--- src/design/bmf_pkg.sv ---
`timescale 1ns / 1ps

package bmf_pkg;

   // Field and register widths
   localparam int PIX_W      = 8;
   localparam int ROW_W      = 10;
   localparam int COL_W      = 10;
   localparam int SIZE_W     = 11;
   localparam int HALF_W     = 2;
   localparam int CSR_IDX_W  = 2;
   localparam int OUT_DATA_W = 32;
   localparam int SIZE_CAP   = 1024;

   // Arithmetic widths
   localparam int HALF_CODES  = 4;   // one column sum per kernel_half code
   localparam int COLSUM_W    = 11;  // up to 7 pixels
   localparam int TOTAL_W     = 14;  // up to 49 pixels
   localparam int RECIP_W     = 21;
   localparam int RECIP_SHIFT = 20;
   localparam int PROD_W      = RECIP_SHIFT + PIX_W;

   // Queue between front and back
   localparam int QUEUE_DEPTH = 4;
   localparam int QPTR_W      = 2;
   localparam int QCOUNT_W    = 3;

   // Register indexes
   localparam logic [CSR_IDX_W-1:0] CSR_KERNEL_HALF  = 2'd0;
   localparam logic [CSR_IDX_W-1:0] CSR_IMAGE_WIDTH  = 2'd1;
   localparam logic [CSR_IDX_W-1:0] CSR_IMAGE_HEIGHT = 2'd2;

   typedef logic [COLSUM_W-1:0] colsum_type;

   // One pixel column as handed from front to back
   typedef struct packed {
      colsum_type [HALF_CODES-1:0] sums;      // column sum for each kernel size
      logic                        interior;  // window complete, emit a result
      logic [ROW_W-1:0]            out_row;
      logic [COL_W-1:0]            out_col;
      logic                        frame_last;
      logic [HALF_W-1:0]           half;
   } col_entry_type;

   // Reciprocal of k*k scaled by 2^20; exact floor for any 14-bit window sum
   function automatic logic [RECIP_W-1:0] recip(input logic [HALF_W-1:0] half);
      logic [RECIP_W-1:0] r;
      unique case (half)
         2'd0:    r = 21'd1048576;  // 1
         2'd1:    r = 21'd116509;   // 9
         2'd2:    r = 21'd41944;    // 25
         default: r = 21'd21400;    // 49
      endcase
      return r;
   endfunction

endpackage

--- src/design/bmf_queue.sv ---
`timescale 1ns / 1ps

module bmf_queue (
   input  logic                   clock,
   input  logic                   reset,
   input  logic                   push_valid,
   input  bmf_pkg::col_entry_type push_data,
   input  logic                   pop,
   output logic                   pop_valid,
   output bmf_pkg::col_entry_type pop_data,
   output logic [bmf_pkg::QCOUNT_W-1:0] count
);
   import bmf_pkg::*;

   col_entry_type       entry_ff [QUEUE_DEPTH];
   logic [QPTR_W-1:0]   wr_ptr_ff, wr_ptr_in;
   logic [QPTR_W-1:0]   rd_ptr_ff, rd_ptr_in;
   logic [QCOUNT_W-1:0] count_ff, count_in;
   logic                pop_ok;

   assign pop_ok    = pop && (count_ff != '0);
   assign pop_valid = (count_ff != '0);
   assign pop_data  = entry_ff[rd_ptr_ff];
   assign count     = count_ff;

   // Pointer and fill count update
   always_comb begin
      wr_ptr_in = push_valid ? wr_ptr_ff + 1'b1 : wr_ptr_ff;
      rd_ptr_in = pop_ok ? rd_ptr_ff + 1'b1 : rd_ptr_ff;
      unique case ({push_valid, pop_ok})
         2'b10:   count_in = count_ff + 1'b1;
         2'b01:   count_in = count_ff - 1'b1;
         default: count_in = count_ff;
      endcase
   end

   always_ff @(posedge clock) begin
      if (reset) begin
         wr_ptr_ff <= '0;
         rd_ptr_ff <= '0;
         count_ff  <= '0;
      end else begin
         wr_ptr_ff <= wr_ptr_in;
         rd_ptr_ff <= rd_ptr_in;
         count_ff  <= count_in;
      end
   end

   // Entry storage
   always_ff @(posedge clock) begin
      if (push_valid) begin
         entry_ff[wr_ptr_ff] <= push_data;
      end
   end

   // Overflow would drop a column and shift every later window
   assert property (@(posedge clock) disable iff (reset)
      push_valid && !pop_ok |-> count_ff < QCOUNT_W'(QUEUE_DEPTH))
      else $error("column queue overflow");

   // Back side must only take what is there
   assert property (@(posedge clock) disable iff (reset)
      pop |-> count_ff != '0)
      else $error("column queue read while empty");

endmodule

--- config.mk ---
export PLATFORM = sky130hd
export DESIGN_NAME = bmf_queue
export DESIGN_NICKNAME = d
export VERILOG_FILES = /design/src/design/bmf_pkg.sv /design/src/design/bmf_queue.sv
export SDC_FILE = /design/constraint.sdc
export NUM_CORES = 1
export LEC_CHECK = 0
export BUFFER_PORTS_ARGS = -buffer_cell sky130_fd_sc_hd__buf_2
export CAP_MARGIN = 10
export CORE_ASPECT_RATIO = 0.9
export CORE_MARGIN = 10
export CORE_UTILIZATION = 30
export CTS_BUF_LIST = sky130_fd_sc_hd__clkbuf_4 sky130_fd_sc_hd__clkbuf_8
export CTS_CLUSTER_DIAMETER = 60
export DETAILED_ROUTE_END_ITERATION = 6
export SYNTH_ARGS = -nofsm -noshare
export SYNTH_HDL_FRONTEND = slang
export SYNTH_SLANG_ARGS = --single-unit
--- constraint.sdc ---
create_clock -name clock -period 6.5 [get_ports clock]
set_input_delay 0 -clock clock [delete_from_list [all_inputs] [get_ports clock]]
set_output_delay 0 -clock clock [all_outputs]
set_load 0.005 [all_outputs]
==> flow_metrics.py <==
metrics = {
    "run_status": {
        "outcome": "finished clean",
    },
    "final_layout": {
        "final_nets": 727,
        "syn2layout_area_growth_pct": 26.99,
        "layout-drive-gt1-share_pct": 42.44,
    },
    "worst_setup_path": {
        "r2r-start": "count[0]",
        "rr_endpoint": "count[2]",
        "rrSetupSlack_ps": 4500,
        "required_ps": 6500,
        "path_class": "reg2out",
        "start_kind": "flop",
        "cp-end-kind": "output port",
        "crit_end": "pop_data[34]",
        "reg2regPathDepth": 7,
        "path_max_fanout": 35,
        "worstPathArrival_ps": 2870,
    },
    "place": {
        "dp_hpwl_um": 12040,
        "globalplace.congestion": 0.6566,
        "portBuffers": 143,
    },
    "synthesis": {
        "synth-seq-area-share_pct": 81.22,
        "synth.area.mux_share_pct": 15.00,
        "synth_nets": 481,
        "yosysWarnings": 0,
        "synth-xor-area-share_pct": 0.4260,
        "synth_compound_area_share_pct": 0.3165,
        "synthAdderAreaFrac_pct": 0.8034,
        "ys_ff_latch": 281,
        "synth_area_um2": 10280,
        "yosys.area_share.simple_pct": 0.6573,
        "netlist_instances": 403,
        "synth_top_family_by_area": "multiplexers",
        "syn_area_per_cell_um2": 25.51,
        "synth_cell_types": 21,
    },
    "floorplan": {
        "io_pins": 144,
        "fp.dieH_um": 195.6,
        "die_width_um": 215.1,
        "fp.dieArea_um2": 42080,
        "core_area_um2": 33870,
        "start_util_pct": 30.35,
        "rows": 64,
    },
    "global_route": {
        "overflow": 0,
        "antenna_found_initial": 1,
        "top_usage_layer": "met2",
        "grt_use_met3_pct": 3.245,
        "grt.met2_usage_pct": 16.49,
        "gr-usage-met1_pct": 11.72,
        "track_usage_pct": 9.854,
        "grt_pass1_vias": 5754,
        "grt_pass1_wl_um": 32730,
        "grt_max_degree": 69,
    },
    "cts": {
        "clk_pin_slew_worst_paths_ps": 60,
        "root_buffer": "clkbuf_8",
        "numCtsBuffers": 45,
        "cts_max_level": 2,
        "cts_buffer_depth": 3,
        "postCtsSetupBuffers": 0,
        "clk_latency_ps": 540,
        "clock_sinks": 281,
        "cts_tree": "yes",
    },
    "sta": {
        "slew_headroom_pct": 24.96,
        "finalMaxSlewViolations": 0,
        "rsz0062_at_grt": "false",
        "finClkSkew_ps": 8.352,
        "clock.fmax_mhz": 349.0,
        "fin_tns_setup_ps": 0,
        "setup-violations-final": 0,
        "hold_viol_final": 0,
        "worst_pin_slew_ps": 1126,
        "min_period_ps": 2865,
        "whs_ps": 202.5,
        "fin_crit_sh_pct": 44.08,
    },
    "pwr": {
        "p_per_area_nw_per_um2": 331.1,
        "p_leak_nw": 4.387,
        "ir_drop_mv": 0.2208,
    },
    "hold_path": {
        "hold_class": "in2reg",
        "hp-start": "push_data[25]",
    },
    "routing": {
        "drc": 0,
        "vias": 4978,
        "drtPass1Iterations": 4,
        "avgViaCountPerCell": 4.351,
        "drt-total-wl_um": 20870,
        "post_drt_wl_per_cell_um": 18.24,
        "drtIter0Drc": 168,
        "antenna_left": 0,
    },
    "job": {
        "maxCapViolations": 0,
    },
}
## layout make-up
cell class / instances / area, µm²
diodes: 1 / 2.502
clock buffers: 67 / 815.8
clock inverters: 12 / 56.30
fillers: 3041 / 20820
inverters: 6 / 22.52
multi-input cells: 99 / 1778
flip-flops and latches: 281 / 8356
well taps: 462 / 578.1
repair buffers: 216 / 1444
## synth_stat cells, drive strengths merged
cell | instances | area, µm²
edfxtp | 272 | 8168
mux4 | 68 | 1531
o311ai | 1 | 8.760
buf | 12 | 121.4
o21ai | 1 | 5.000
a21oi | 2 | 10.01
xor2 | 3 | 26.28
o31a | 1 | 8.760
mux2i | 1 | 10.01
inv | 6 | 22.52
clkbuf | 5 | 18.77
fa | 1 | 20.02
and2 | 4 | 25.02
or3 | 2 | 12.51
dfxtp | 9 | 180.2
nor2 | 8 | 30.03
xnor2 | 2 | 17.52
ha | 5 | 62.56
## how the worst min path moves through the flow
stage,endpoint,slack [ps],cells past startpoint
finish,entry_ff[2][25],200,2
floorplan,entry_ff[0][0],100,0
global route,entry_ff[2][25],160,2
CTS,entry_ff[1][32],140,2
detailed placement,entry_ff[2][48],220,1
global placement,entry_ff[0][38],210,1
## flip-flops by register name (all words and copies together), names as in the netlist, named ones only
signal	cells
entry_ff	272
wr_ptr_ff	2
rd_ptr_ff	2
count	3
## report_power, final
part / internal (mW) / total [mW] / leakage [nW] / switching (mW)
sequential: 2.09 / 2.19 / 2.57 / 0.101
clock: 0.800 / 1.45 / 0.463 / 0.647
combinational: 0.393 / 0.681 / 1.35 / 0.288
## cells by family (layout without fill, tap and decap cells)
group	Yosys count	after routing
other cells	0	1
fa+ha+maj	6	6
xor+xnor	5	5
mux	69	69
compound gates	5	5
buf+inv	23	301
simple gates	14	14
flops	281	281
## through the flow
stage	utilization [%]	power (mW)	setup WS [ps]	std cells	instance area (µm²)
final	38.53	4.321	3635	1144	13050
after global routing	38.53	4.551	3297	1144	13050
after CTS	38.53	4.406	3439	1143	13050
after detailed placement	33.82	2.910	4059	992	11460
after global placement	33.82	2.886	4090	992	11460
after floorplan	-	2.645	3929	403	10280
## repair_timing
| item | CTS | global route |
|---|---|---|
| hold buffers | 72 | 0 |
| hold endpoints to repair | 281 | 0 |
| gates resized for setup | 0 | 0 |
| setup endpoints to repair | 0 | 0 |
## metal layers
metal  vias up  wire, µm  share of wire (%)
met3        42      1247                6.0
met4         0       452                2.2
met5         -         0                  0
li1       2207         -                  -
met2       148     10490                 50
met1      2581      8684                 42
## cells in the final DEF (no fill, tap or decap)
cell,Yosys,layout
dlygate4sd3_1,0,72
mux4_2,68,68
xor2_1,3,3
clkbuf_8,0,50
clkinv_2,0,2
clkinvlp_4,0,1
o311ai_0,1,1
or3_1,2,2
dfxtp_4,0,2
inv_6,0,1
a21oi_1,2,2
xnor2_1,2,2
and2_4,0,4
ha_1,5,5
inv_1,6,6
dfxtp_1,9,7
o21ai_0,1,1
buf_2,4,143
nor2_1,8,8
edfxtp_1,272,272
o31a_1,1,1
fa_1,1,1
clkbuf_4,0,17
diode_2,0,1
clkinv_1,0,8
buf_4,4,1
mux2i_1,1,1
## worst max-delay path: stages (launching register included)
cell	delay, ps
dfxtp_4	800
buf_4	720
mux4_2	620
buf_2	150
Power figures use the tool's default switching activity.
