==> src/design/bmf_pkg.sv <==
`timescale 1ns / 1ps

package bmf_pkg;

   // Field and register widths
   localparam int PIX_W      = 8;
   localparam int ROW_W      = 10;
   localparam int COL_W      = 10;
   localparam int SIZE_W     = 11;
   localparam int HALF_W     = 2;
   localparam int CSR_IDX_W  = 2;
   localparam int OUT_DATA_W = 32;
   localparam int SIZE_CAP   = 1024;

   // Arithmetic widths
   localparam int HALF_CODES  = 4;   // one column sum per kernel_half code
   localparam int COLSUM_W    = 11;  // up to 7 pixels
   localparam int TOTAL_W     = 14;  // up to 49 pixels
   localparam int RECIP_W     = 21;
   localparam int RECIP_SHIFT = 20;
   localparam int PROD_W      = RECIP_SHIFT + PIX_W;

   // Queue between front and back
   localparam int QUEUE_DEPTH = 4;
   localparam int QPTR_W      = 2;
   localparam int QCOUNT_W    = 3;

   // Register indexes
   localparam logic [CSR_IDX_W-1:0] CSR_KERNEL_HALF  = 2'd0;
   localparam logic [CSR_IDX_W-1:0] CSR_IMAGE_WIDTH  = 2'd1;
   localparam logic [CSR_IDX_W-1:0] CSR_IMAGE_HEIGHT = 2'd2;

   typedef logic [COLSUM_W-1:0] colsum_type;

   // One pixel column as handed from front to back
   typedef struct packed {
      colsum_type [HALF_CODES-1:0] sums;      // column sum for each kernel size
      logic                        interior;  // window complete, emit a result
      logic [ROW_W-1:0]            out_row;
      logic [COL_W-1:0]            out_col;
      logic                        frame_last;
      logic [HALF_W-1:0]           half;
   } col_entry_type;

   // Reciprocal of k*k scaled by 2^20; exact floor for any 14-bit window sum
   function automatic logic [RECIP_W-1:0] recip(input logic [HALF_W-1:0] half);
      logic [RECIP_W-1:0] r;
      unique case (half)
         2'd0:    r = 21'd1048576;  // 1
         2'd1:    r = 21'd116509;   // 9
         2'd2:    r = 21'd41944;    // 25
         default: r = 21'd21400;    // 49
      endcase
      return r;
   endfunction

endpackage

==> src/design/bmf_back.sv <==
`timescale 1ns / 1ps

module bmf_back #(
   parameter int MAX_KERNEL = 7
) (
   input  logic                               clock,
   input  logic                               reset,
   input  logic                               pop_valid,
   input  bmf_pkg::col_entry_type             pop_data,
   output logic                               pop,
   output logic                               rsp_tvalid,
   input  logic                               rsp_tready,
   output logic [bmf_pkg::OUT_DATA_W-1:0]     rsp_tdata,
   output logic                               rsp_tlast
);
   import bmf_pkg::*;

   localparam int HALF_LIM = (MAX_KERNEL - 1) / 2;
   localparam int MAX_HALF = (HALF_LIM > 3) ? 3 : HALF_LIM;
   localparam int K_MAX    = 2 * MAX_HALF + 1;
   localparam int FULL_W   = TOTAL_W + RECIP_W;
   localparam int PAD_W    = OUT_DATA_W - PIX_W - ROW_W - COL_W;

   logic en;

   // Column window of the current row, newest first
   colsum_type [HALF_CODES-1:0] line_ff [K_MAX];

   // Stage A: popped column
   logic              a_valid_ff;
   logic              a_interior_ff;
   logic [ROW_W-1:0]  a_row_ff;
   logic [COL_W-1:0]  a_col_ff;
   logic              a_last_ff;
   logic [HALF_W-1:0] a_half_ff;

   // Stage B: window total
   logic               b_valid_ff;
   logic [TOTAL_W-1:0] b_total_ff;
   logic [ROW_W-1:0]   b_row_ff;
   logic [COL_W-1:0]   b_col_ff;
   logic               b_last_ff;
   logic [HALF_W-1:0]  b_half_ff;
   logic [TOTAL_W-1:0] total_in;

   // Stage C: scaled product
   logic              c_valid_ff;
   logic [PROD_W-1:0] c_prod_ff;
   logic [ROW_W-1:0]  c_row_ff;
   logic [COL_W-1:0]  c_col_ff;
   logic              c_last_ff;

   // Output register
   logic                  out_valid_ff;
   logic [OUT_DATA_W-1:0] out_data_ff;
   logic                  out_last_ff;

   // Whole back end moves together unless the result waits
   assign en  = !out_valid_ff || rsp_tready;
   assign pop = en && pop_valid;

   assign rsp_tvalid = out_valid_ff;
   assign rsp_tdata  = out_data_ff;
   assign rsp_tlast  = out_last_ff;

   always_ff @(posedge clock) begin
      if (reset) begin
         a_valid_ff   <= 1'b0;
         b_valid_ff   <= 1'b0;
         c_valid_ff   <= 1'b0;
         out_valid_ff <= 1'b0;
      end else if (en) begin
         a_valid_ff   <= pop_valid;
         b_valid_ff   <= a_valid_ff && a_interior_ff;
         c_valid_ff   <= b_valid_ff;
         out_valid_ff <= c_valid_ff;
      end
   end

   // Shift the new column in
   always_ff @(posedge clock) begin
      if (pop) begin
         line_ff[0]    <= pop_data.sums;
         for (int j = 1; j < K_MAX; j++) begin
            line_ff[j] <= line_ff[j-1];
         end
         a_interior_ff <= pop_data.interior;
         a_row_ff      <= pop_data.out_row;
         a_col_ff      <= pop_data.out_col;
         a_last_ff     <= pop_data.frame_last;
         a_half_ff     <= pop_data.half;
      end
   end

   // Add the k newest columns at the selected kernel size
   always_comb begin
      total_in = '0;
      for (int j = 0; j < K_MAX; j++) begin
         if (j <= 2 * int'(a_half_ff)) begin
            total_in = total_in + TOTAL_W'(line_ff[j][a_half_ff]);
         end
      end
   end

   always_ff @(posedge clock) begin
      if (en) begin
         b_total_ff <= total_in;
         b_row_ff   <= a_row_ff;
         b_col_ff   <= a_col_ff;
         b_last_ff  <= a_last_ff;
         b_half_ff  <= a_half_ff;
      end
   end

   // Divide by k*k through the scaled reciprocal
   always_ff @(posedge clock) begin
      if (en) begin
         c_prod_ff <= PROD_W'(FULL_W'(b_total_ff) * FULL_W'(recip(b_half_ff)));
         c_row_ff  <= b_row_ff;
         c_col_ff  <= b_col_ff;
         c_last_ff <= b_last_ff;
      end
   end

   always_ff @(posedge clock) begin
      if (en) begin
         out_data_ff <= {PAD_W'(0), c_col_ff, c_row_ff, c_prod_ff[RECIP_SHIFT +: PIX_W]};
         out_last_ff <= c_last_ff;
      end
   end

   // A window total only follows an interior column in stage A
   assert property (@(posedge clock) disable iff (reset)
      en && !(a_valid_ff && a_interior_ff) |=> !b_valid_ff)
      else $error("window total issued without an interior column");

endmodule
==> config.mk <==
export PLATFORM = sky130hd
export DESIGN_NAME = bmf_back
export DESIGN_NICKNAME = d
export VERILOG_FILES = /design/src/design/bmf_pkg.sv /design/src/design/bmf_back.sv
export SDC_FILE = /design/constraint.sdc
export NUM_CORES = 1
export LEC_CHECK = 0
export ABC_AREA = 1
export ABC_CLOCK_PERIOD_IN_PS = 9000
export BUFFER_PORTS_ARGS = -buffer_cell sky130_fd_sc_hd__buf_2
export CORE_MARGIN = 10
export CORE_UTILIZATION = 30
export DETAILED_ROUTE_END_ITERATION = 7
export SKIP_LAST_GASP = 1
export SLEW_MARGIN = 20
export SYNTH_ARGS = -nofsm -noshare
export SYNTH_HDL_FRONTEND = slang
export SYNTH_SLANG_ARGS = --single-unit
==> constraint.sdc <==
create_clock -name clock -period 9 [get_ports clock]
set_input_delay 0.45 -clock clock [delete_from_list [all_inputs] [get_ports clock]]
set_output_delay 0.45 -clock clock [all_outputs]
set_load 0.05 [all_outputs]
==> flow_summary.toml, run 1 <==
[outcome]
status = "finished, final reports clean"

[yosys]
synth-edff-count = 427
synth-main-ff-cell = "edfxtp_1"
synth_compound_area_frac = 0.0904
synthCells = 2316
syn_avg_cell_area_um2 = 10.9
synth-adder-area-share = 0.205
synth_area_um2 = 25200
synth_top_family_by_area = "adder cells"
synth-simple-area-share = 0.104
ys_types = 50
synthArstFlopShare = 0
ys_ff_latch = 431
ys_seq_area_frac = 0.512
synth_mux_area_frac = 0.000397
yosys.area_share.xor_xnor = 0.0201
yosys_warnings = 0

[setup_path]
cp_slowest_cell = "edfxtp_1"
arrival_ns = 8.46
crit_fanout = 47
required_ns = 9.35
end_kind = "flip-flop"
path_class = "reg2reg"
crit_path_max_incr_delay_ns = 0.47
startpoint_type = "flip-flop"

[finish]
drive_above_1_share = 0.0984
antenna_cells = 0
seq_area_um2 = 12900
syn_to_final_growth_pct = 15.0
fillers = 8241
nNetsFinal = 2861
multiInputGateArea_um2 = 10600

[drt]
post-route-drc-count = 0
top_layer_used = "met4"
dr_wl_met3_um = 2460
wl_met2_um = 26000
ant_nets = 0
wl_per_cell_um = 14.6
routed_via_density = 4.45
first_pass_iters = 5
wl_met1_um = 22900
wirelength_um = 52400
num_vias = 15900
first_iter_violations = 850

[cts]
clk_pin_slew_worst_paths_ns = 0.06
cts_buffers = 47
clock_latency_ns = 0.61
root_buffer = "clkbuf_16"
cts_tree = "done"
clock-sinks = 431
htreeDepth = 2
clk_path_buf_depth = 3

[global_routing]
grt_max_degree = 166
grt_use_total = 0.108
grt_pass1_vias = 16200
gr-total-overflow = 0
antenna_found_initial = 1
grt_pass1_wl_um = 84600

[floorplan]
num_rows = 106
start_util = 0.302
die_area_um2 = 96000
coreArea_um2 = 83400
die_width_um = 310
die_y_um = 310
ios = 107

[sta]
fin_worst_skew_ns = 0.0557
grt_setup_unrepaired = "false"
setup_tns_ns = 0
final-max-slew-violation-count = 0
slew-limit-headroom = 0.284
hold_violations = 0
worstMarginPinSlew_ns = 1.07
fin_crit_sh = 0.901
setup_viol_count_final = 0
period_needed_ns = 8.11
timing.fmax_mhz = 123

[place]
io_buffer_count = 102
place_hpwl_um = 38300
gp_congestion = 0.883

[run]
cap_violations = 0

[hold_path]
hp-class = "in2reg"
-- through the flow --
step	utilization	std cells	setup slack, ns	hold WS, ns	cell area (um^2)
floorplan	-	2319	0.782	0.400	25200
global placement	0.323	3443	0.828	0.400	26900
detailed placement	0.323	3443	0.748	0.405	26900
CTS	0.347	3578	0.715	0.00354	28900
global route	0.347	3581	0.00834	0.0131	29000
finish	0.347	3581	0.890	0.0398	29000
-- layout make-up --
type	instances	area share
clock buffers	55	0.0416
clock inverters	31	0.0108
multi-input cells	1436	0.366
inverters	379	0.0494
flip-flops and latches	431	0.445
repair buffers	169	0.0406
well taps	1080	0.0466
-- flip-flops by register name, indices dropped and copies added (netlist names), 2 cells and up --
signal	flops
b_row_ff	10
b_half_ff	2
line_ff	308
rsp_tdata	28
a_col_ff	10
c_row_ff	10
b_total_ff	14
c_prod_ff	8
a_half_ff	2
b_col_ff	10
c_col_ff	10
a_row_ff	10
-- cell usage after synthesis (5+ instances only) --
library cell,n,area [um^2]
a21oi_1,118,591
a31oi_1,9,56.3
buf_2,10,50.1
buf_4,6,45.0
clkbuf_1,56,210
edfxtp_1,427,12800
fa_1,146,2920
ha_1,179,2240
inv_1,375,1410
nand2_1,292,1100
nand2_2,13,81.3
nand3_1,34,170
nand3_2,5,50.1
nand4_1,6,37.5
nor2_1,246,923
nor2_2,5,31.3
nor3_1,7,35.0
o21a_1,5,37.5
o21ai_0,172,861
o21ai_1,5,25.0
o21bai_1,8,60.1
o22ai_1,72,450
or2_2,17,106
xnor2_1,18,158
xor2_1,40,350
-- worst max-delay path, delay by kind of cell (launching register included) --
kind / cells / cell delay, ns
DFF: 1 / 0.47
and+or+nand+nor: 15 / 1.44
adders and majority gates: 7 / 2.45
AOI/OAI and AO/OA: 17 / 2.53
buffers and inverters: 4 / 0.40
xor gates and xnor gates: 3 / 0.54
-- cells in the final DEF (no fill, tap or decap), drive strengths merged, types with 3 or more instances in the layout --
master and count:
bufinv 3, o21ai 179, xor2 40, o21bai 8, clkinvlp 4, nand4 6
clkbuf 56, edfxtp 427, nor2 251, a31oi 9, a21oi 119, clkinv 24
a21o 4, or2 18, o21a 5, a211oi 4, ha 179, xnor2 18
fa 146, dfxtp 4, a32oi 4, dlygate4sd3 49, inv 379, nand2 309
nand3 39, nor3 7, o22ai 72, buf 119, conb 4
-- worst paths after layout --
path                          start                       end  slack, ns  cells after the start
max          a_half_ff[0]$_DFFE_PP_  b_total_ff[11]$_DFFE_PN_       0.89                     46
min                    pop_data[57]  line_ff[0][33]$_DFFE_PP_       0.04                      1
max reg2reg  a_half_ff[0]$_DFFE_PP_  b_total_ff[11]$_DFFE_PN_       0.89                     46
min reg2reg   a_col_ff[0]$_DFFE_PP_     b_col_ff[0]$_DFFE_PN_       0.39                      0
-- cell families after synthesis --
| kind of cell | count (synthesis) |
|---|---|
| simple gates | 635 |
| buf+inv | 452 |
| flops | 431 |
| compound gates | 413 |
| fa+ha+maj | 325 |
| xor+xnor | 58 |
| other cells | 1 |
| mux | 1 |
-- per-layer routing --
metal  up-vias  track usage
li1       8068            -
met1      7471        0.138
met2       308        0.189
met3        73       0.0192
met4         0       0.0272
met5         -            0
-- timing repair --
action | CTS | global route
gates resized for setup | 0 | 7
endpoints found under the hold margin | 49 | 0
hold buffers | 49 | 0
setup endpoints to repair | 0 | 4
setup buffers | 0 | 2
Power of run 1 is left out: the tool's default activity adds up to more than one toggle a clock period on the data nets, which glitch-free logic cannot reach.
==> inputs of run 2 (changes only) <==
--- a/config.mk
+++ b/config.mk
@@ -6,7 +6,7 @@
 export NUM_CORES = 1
 export LEC_CHECK = 0
 export ABC_AREA = 1
-export ABC_CLOCK_PERIOD_IN_PS = 9000
+export ABC_CLOCK_PERIOD_IN_PS = 9380
 export BUFFER_PORTS_ARGS = -buffer_cell sky130_fd_sc_hd__buf_2
 export CORE_MARGIN = 10
 export CORE_UTILIZATION = 30
==> constraint.sdc (replaced) <==
create_clock -name clock -period 9.38 [get_ports clock]
set_input_delay 0.469 -clock clock [delete_from_list [all_inputs] [get_ports clock]]
set_output_delay 0.469 -clock clock [all_outputs]
set_load 0.05 [all_outputs]
==> run 2 against run 1 <==
Compared with the run above: maximum frequency shrank 2.6%; hold slack gained 0.0050 ns; worst setup slack gained 0.16 ns; design area shrank 1.0%; sequential cell count is the same; first-iteration DRC count grew 13%; register-to-register slack gained 0.16 ns; via count shrank 0.48%; global-route usage grew 0.14 points; utilization shrank 0.36 points; highest routed layer unchanged.
==> flow_summary.toml, run 2 (synthesized netlist as in run 1, its figures left out) <==
[hold_path]
hp-class = "in2reg"
whs_path_depth = 1

[outcome]
status = "finished, final reports clean"

[floorplan]
die_area_um2 = 96000
num_rows = 106
die_y_um = 310
start_util = 0.302
die_width_um = 310
ios = 107
coreArea_um2 = 83400

[global_routing]
antenna_found_initial = 0
grt_use_total = 0.110
grt_max_degree = 180
grt_pass1_vias = 16100
gr-total-overflow = 0
grt_pass1_wl_um = 85100

[finish]
regMostFlops = "line_ff"
antenna_cells = 0
drive_above_1_share = 0.103
final_common_cell = "edfxtp_1"
largest_reg_flops = 308
nNetsFinal = 2821
layout_common_cells = "edfxtp_1, inv_1, nand2_1"
syn_to_final_growth_pct = 13.8
final_util = 0.344

[drt]
routed_via_density = 4.47
num_vias = 15800
first_pass_iters = 5
ant_nets = 0
wl_per_cell_um = 14.9
wirelength_um = 52700
first_iter_violations = 961
post-route-drc-count = 0

[sta]
fin_worst_skew_ns = 0.0332
grt_setup_unrepaired = "false"
slew-limit-headroom = 0.307
setup_viol_count_final = 0
timing.fmax_mhz = 120
setup_tns_ns = 0
hold_violations = 0
period_needed_ns = 8.33
final-max-slew-violation-count = 0
worstMarginPinSlew_ns = 1.04
setup_ws_ns = 1.05
fin_crit_sh = 0.888
hold_ws_ns = 0.0448

[place]
place_hpwl_um = 38700
place_ws_ns = 1.02
io_buffer_count = 102
gp_congestion = 0.894

[setup_path]
crit_fanout = 23
arrival_ns = 8.67
ff2ff_path_depth = 44
cp_slowest_cell = "edfxtp_1"
cp_common_cell = "nand2_1"
end_kind = "flip-flop"
startpoint_type = "flip-flop"
required_ns = 9.72
path_class = "reg2reg"
crit_path_max_incr_delay_ns = 0.54

[cts]
holdBufCountCts = 8
clock-sinks = 431
ctsResizeCount = 0
clk_pin_slew_worst_paths_ns = 0.06
htreeDepth = 2
clock_latency_ns = 0.60
post_cts_buffers = 0
clk_path_buf_depth = 3
root_buffer = "clkbuf_16"
cts_tree = "done"
cts_buffers = 49

[run]
cap_violations = 0
-- run 2: final timing paths --
path / start / end / slack, ns
worst min register to register: a_col_ff[5]$_DFFE_PP_ / b_col_ff[5]$_DFFE_PN_ / 0.41
worst max register to register: a_half_ff[1]$_DFFE_PP_ / b_total_ff[12]$_DFFE_PN_ / 1.05
worst max-delay path: a_half_ff[1]$_DFFE_PP_ / b_total_ff[12]$_DFFE_PN_ / 1.05
worst min-delay path: pop_data[40] / line_ff[0][16]$_DFFE_PP_ / 0.04
-- run 2: area by class of cell --
cell class	count	area (um^2)
Fill cell	8272	54700
Clock inverter	37	372
Multi-Input combinational cell	1436	10600
Clock buffer	55	1310
Tap cell	1080	1350
Inverter	379	1430
Sequential cell	431	12900
Timing Repair Buffer	127	731
-- run 2: per-stage QoR --
step | cell area, um^2 | instances
floorplan | 25200 | 2319
global placement | 26900 | 3445
detailed placement | 26900 | 3445
CTS | 28700 | 3545
global route | 28700 | 3545
finish | 28700 | 3545
-- run 2: critical path, delay by kind of cell (launching register included) --
| family | cells | cell delay, ns |
|---|---|---|
| adder cells (fa/ha/maj) | 7 | 2.20 |
| AO/OA/AOI/OAI | 12 | 2.34 |
| flip-flops | 1 | 0.54 |
| AND/OR/NAND/NOR | 14 | 1.56 |
| buffers and inverters | 7 | 0.84 |
| XOR/XNOR | 4 | 0.54 |
-- run 2: routing by layer --
| metal | GRT usage | routed length [um] | vias to the layer above |
|---|---|---|---|
| met5 | 0 | 0 | - |
| met4 | 0.0297 | 1140 | 0 |
| met3 | 0.0186 | 2050 | 76 |
| met2 | 0.191 | 25800 | 259 |
| met1 | 0.139 | 23700 | 7525 |
| li1 | - | - | 7983 |
Power of run 2 is left out for the same reason.
==> inputs of run 3 (changes only) <==
--- a/config.mk
+++ b/config.mk
@@ -10,6 +10,7 @@
 export BUFFER_PORTS_ARGS = -buffer_cell sky130_fd_sc_hd__buf_2
 export CORE_MARGIN = 10
 export CORE_UTILIZATION = 30
+export CTS_BUF_LIST = sky130_fd_sc_hd__clkbuf_2
 export DETAILED_ROUTE_END_ITERATION = 7
 export SKIP_LAST_GASP = 1
 export SLEW_MARGIN = 20
==> run 3 against run 2 <==
Compared with the run above: utilization increased by 0.62 points; count of clock-buffer cells in the layout grew 86; routed wire length grew 3.6%.
==> flow_summary.toml, run 3 (synthesized netlist as in run 1, its figures left out) <==
[cts]
ctsResizeCount = 0
cts_buffers = 107
clock_latency_ns = 1.14
clk_path_buf_depth = 3
root_buffer = "clkbuf_2"
cts_tree = "done"
clk_pin_slew_worst_paths_ns = 0.10
post_cts_buffers = 0
clock-sinks = 431
holdBufCountCts = 136
htreeDepth = 3

[floorplan]
ios = 107
num_rows = 106
die_y_um = 310
start_util = 0.302
die_area_um2 = 96000
coreArea_um2 = 83400
die_width_um = 310

[drt]
first_iter_violations = 921
routed_via_density = 4.44
post-route-drc-count = 0
ant_nets = 0
wirelength_um = 54600
num_vias = 16700
wl_per_cell_um = 14.5
first_pass_iters = 7

[place]
place_hpwl_um = 38700
place_ws_ns = 1.02
io_buffer_count = 102
place_area_um2 = 26900
gp_congestion = 0.894

[finish]
fin_area_um2 = 29200
syn_to_final_growth_pct = 15.8
final_common_cell = "edfxtp_1"
fillers = 8298
nNetsFinal = 3007
largest_reg_flops = 308
drive_above_1_share = 0.121
layout_common_cells = "edfxtp_1, inv_1, nand2_1"
regMostFlops = "line_ff"

[sta]
setup_ws_ns = 1.05
worstMarginPinSlew_ns = 0.988
timing.fmax_mhz = 120
slew-limit-headroom = 0.341
period_needed_ns = 8.33
fin_worst_skew_ns = 0.130
setup_tns_ns = 0
setup_viol_count_final = 0
final-max-slew-violation-count = 0
hold_violations = 0
fin_crit_sh = 0.888
hold_ws_ns = 0.164
grt_setup_unrepaired = "false"

[setup_path]
end_kind = "flip-flop"
required_ns = 10.27
timing.rr.start = "a_half_ff[0]$_DFFE_PP_"
critical_path_buf_inv_count = 10
worstSetupStartpoint = "a_half_ff[0]$_DFFE_PP_"
cp_slowest_cell = "edfxtp_1"
cp_common_cell = "nand2_1"
arrival_ns = 9.22
path_class = "reg2reg"
startpoint_type = "flip-flop"
critPathTopFamily = "compound AO/OA/AOI/OAI gates"
crit_path_max_incr_delay_ns = 0.53
crit_fanout = 39

[global_routing]
antenna_found_initial = 2
met2_usage = 0.197
use_met3 = 0.0252
grt_use_total = 0.114
use_met1 = 0.139
grt_pass1_vias = 17300
grt_pass1_wl_um = 88500
gr-total-overflow = 0
grt_max_degree = 180
grt_busiest_layer = "met2"

[outcome]
status = "finished, final reports clean"

[hold_path]
hp-class = "in2reg"
min_from = "pop_data[45]"

[run]
cap_violations = 0
## run 3: cell types whose count changed in the layout (fill, tap and decap cells not counted), sizes merged
cell	before	now
bufinv	5	1
clkbuf	55	141
clkinv	24	35
clkinvlp	4	1
diode	0	5
dlygate4sd3	8	136
inv	383	379
## run 3: final cells by class
cell class	count	area (um^2)	area share
Tap cell	1080	1350	0.0463
Timing Repair Buffer	255	2010	0.0689
Multi-Input combinational cell	1436	10600	0.363
Antenna cell	5	12.5	0.000428
Clock inverter	37	203	0.00694
Sequential cell	431	12900	0.442
Clock buffer	141	706	0.0242
Inverter	379	1430	0.0490
## run 3: per-stage QoR
stage                util  std cells
CTS                 0.350       3759
detailed placement  0.323       3445
finish              0.350       3764
floorplan               -       2319
global route        0.350       3763
global placement    0.323       3445
## run 3: worst register-to-register path: cells and delay by family (launching register included)
kind,cells,cell delay (ns)
xor gates and xnor gates,4,0.50
and+or+nand+nor,17,1.77
DFF,1,0.53
buffers and inverters,10,1.20
adders and majority gates,6,2.00
AOI/OAI and AO/OA,11,2.09
## run 3: final timing paths
check	depth (start not counted)	slack (ns)	end
worst min register to register	0	0.34	line_ff[6][32]$_DFFE_PP_
worst min-delay path	2	0.16	line_ff[0][21]$_DFFE_PP_
worst max register to register	48	1.05	b_total_ff[12]$_DFFE_PN_
worst max-delay path	48	1.05	b_total_ff[12]$_DFFE_PN_
## run 3: layer usage
layer	vias up	wire (um)
li1	8411	-
met1	7871	23800
met2	352	27100
met3	81	2540
met4	0	1180
met5	-	0
Power of run 3 is left out for the same reason.
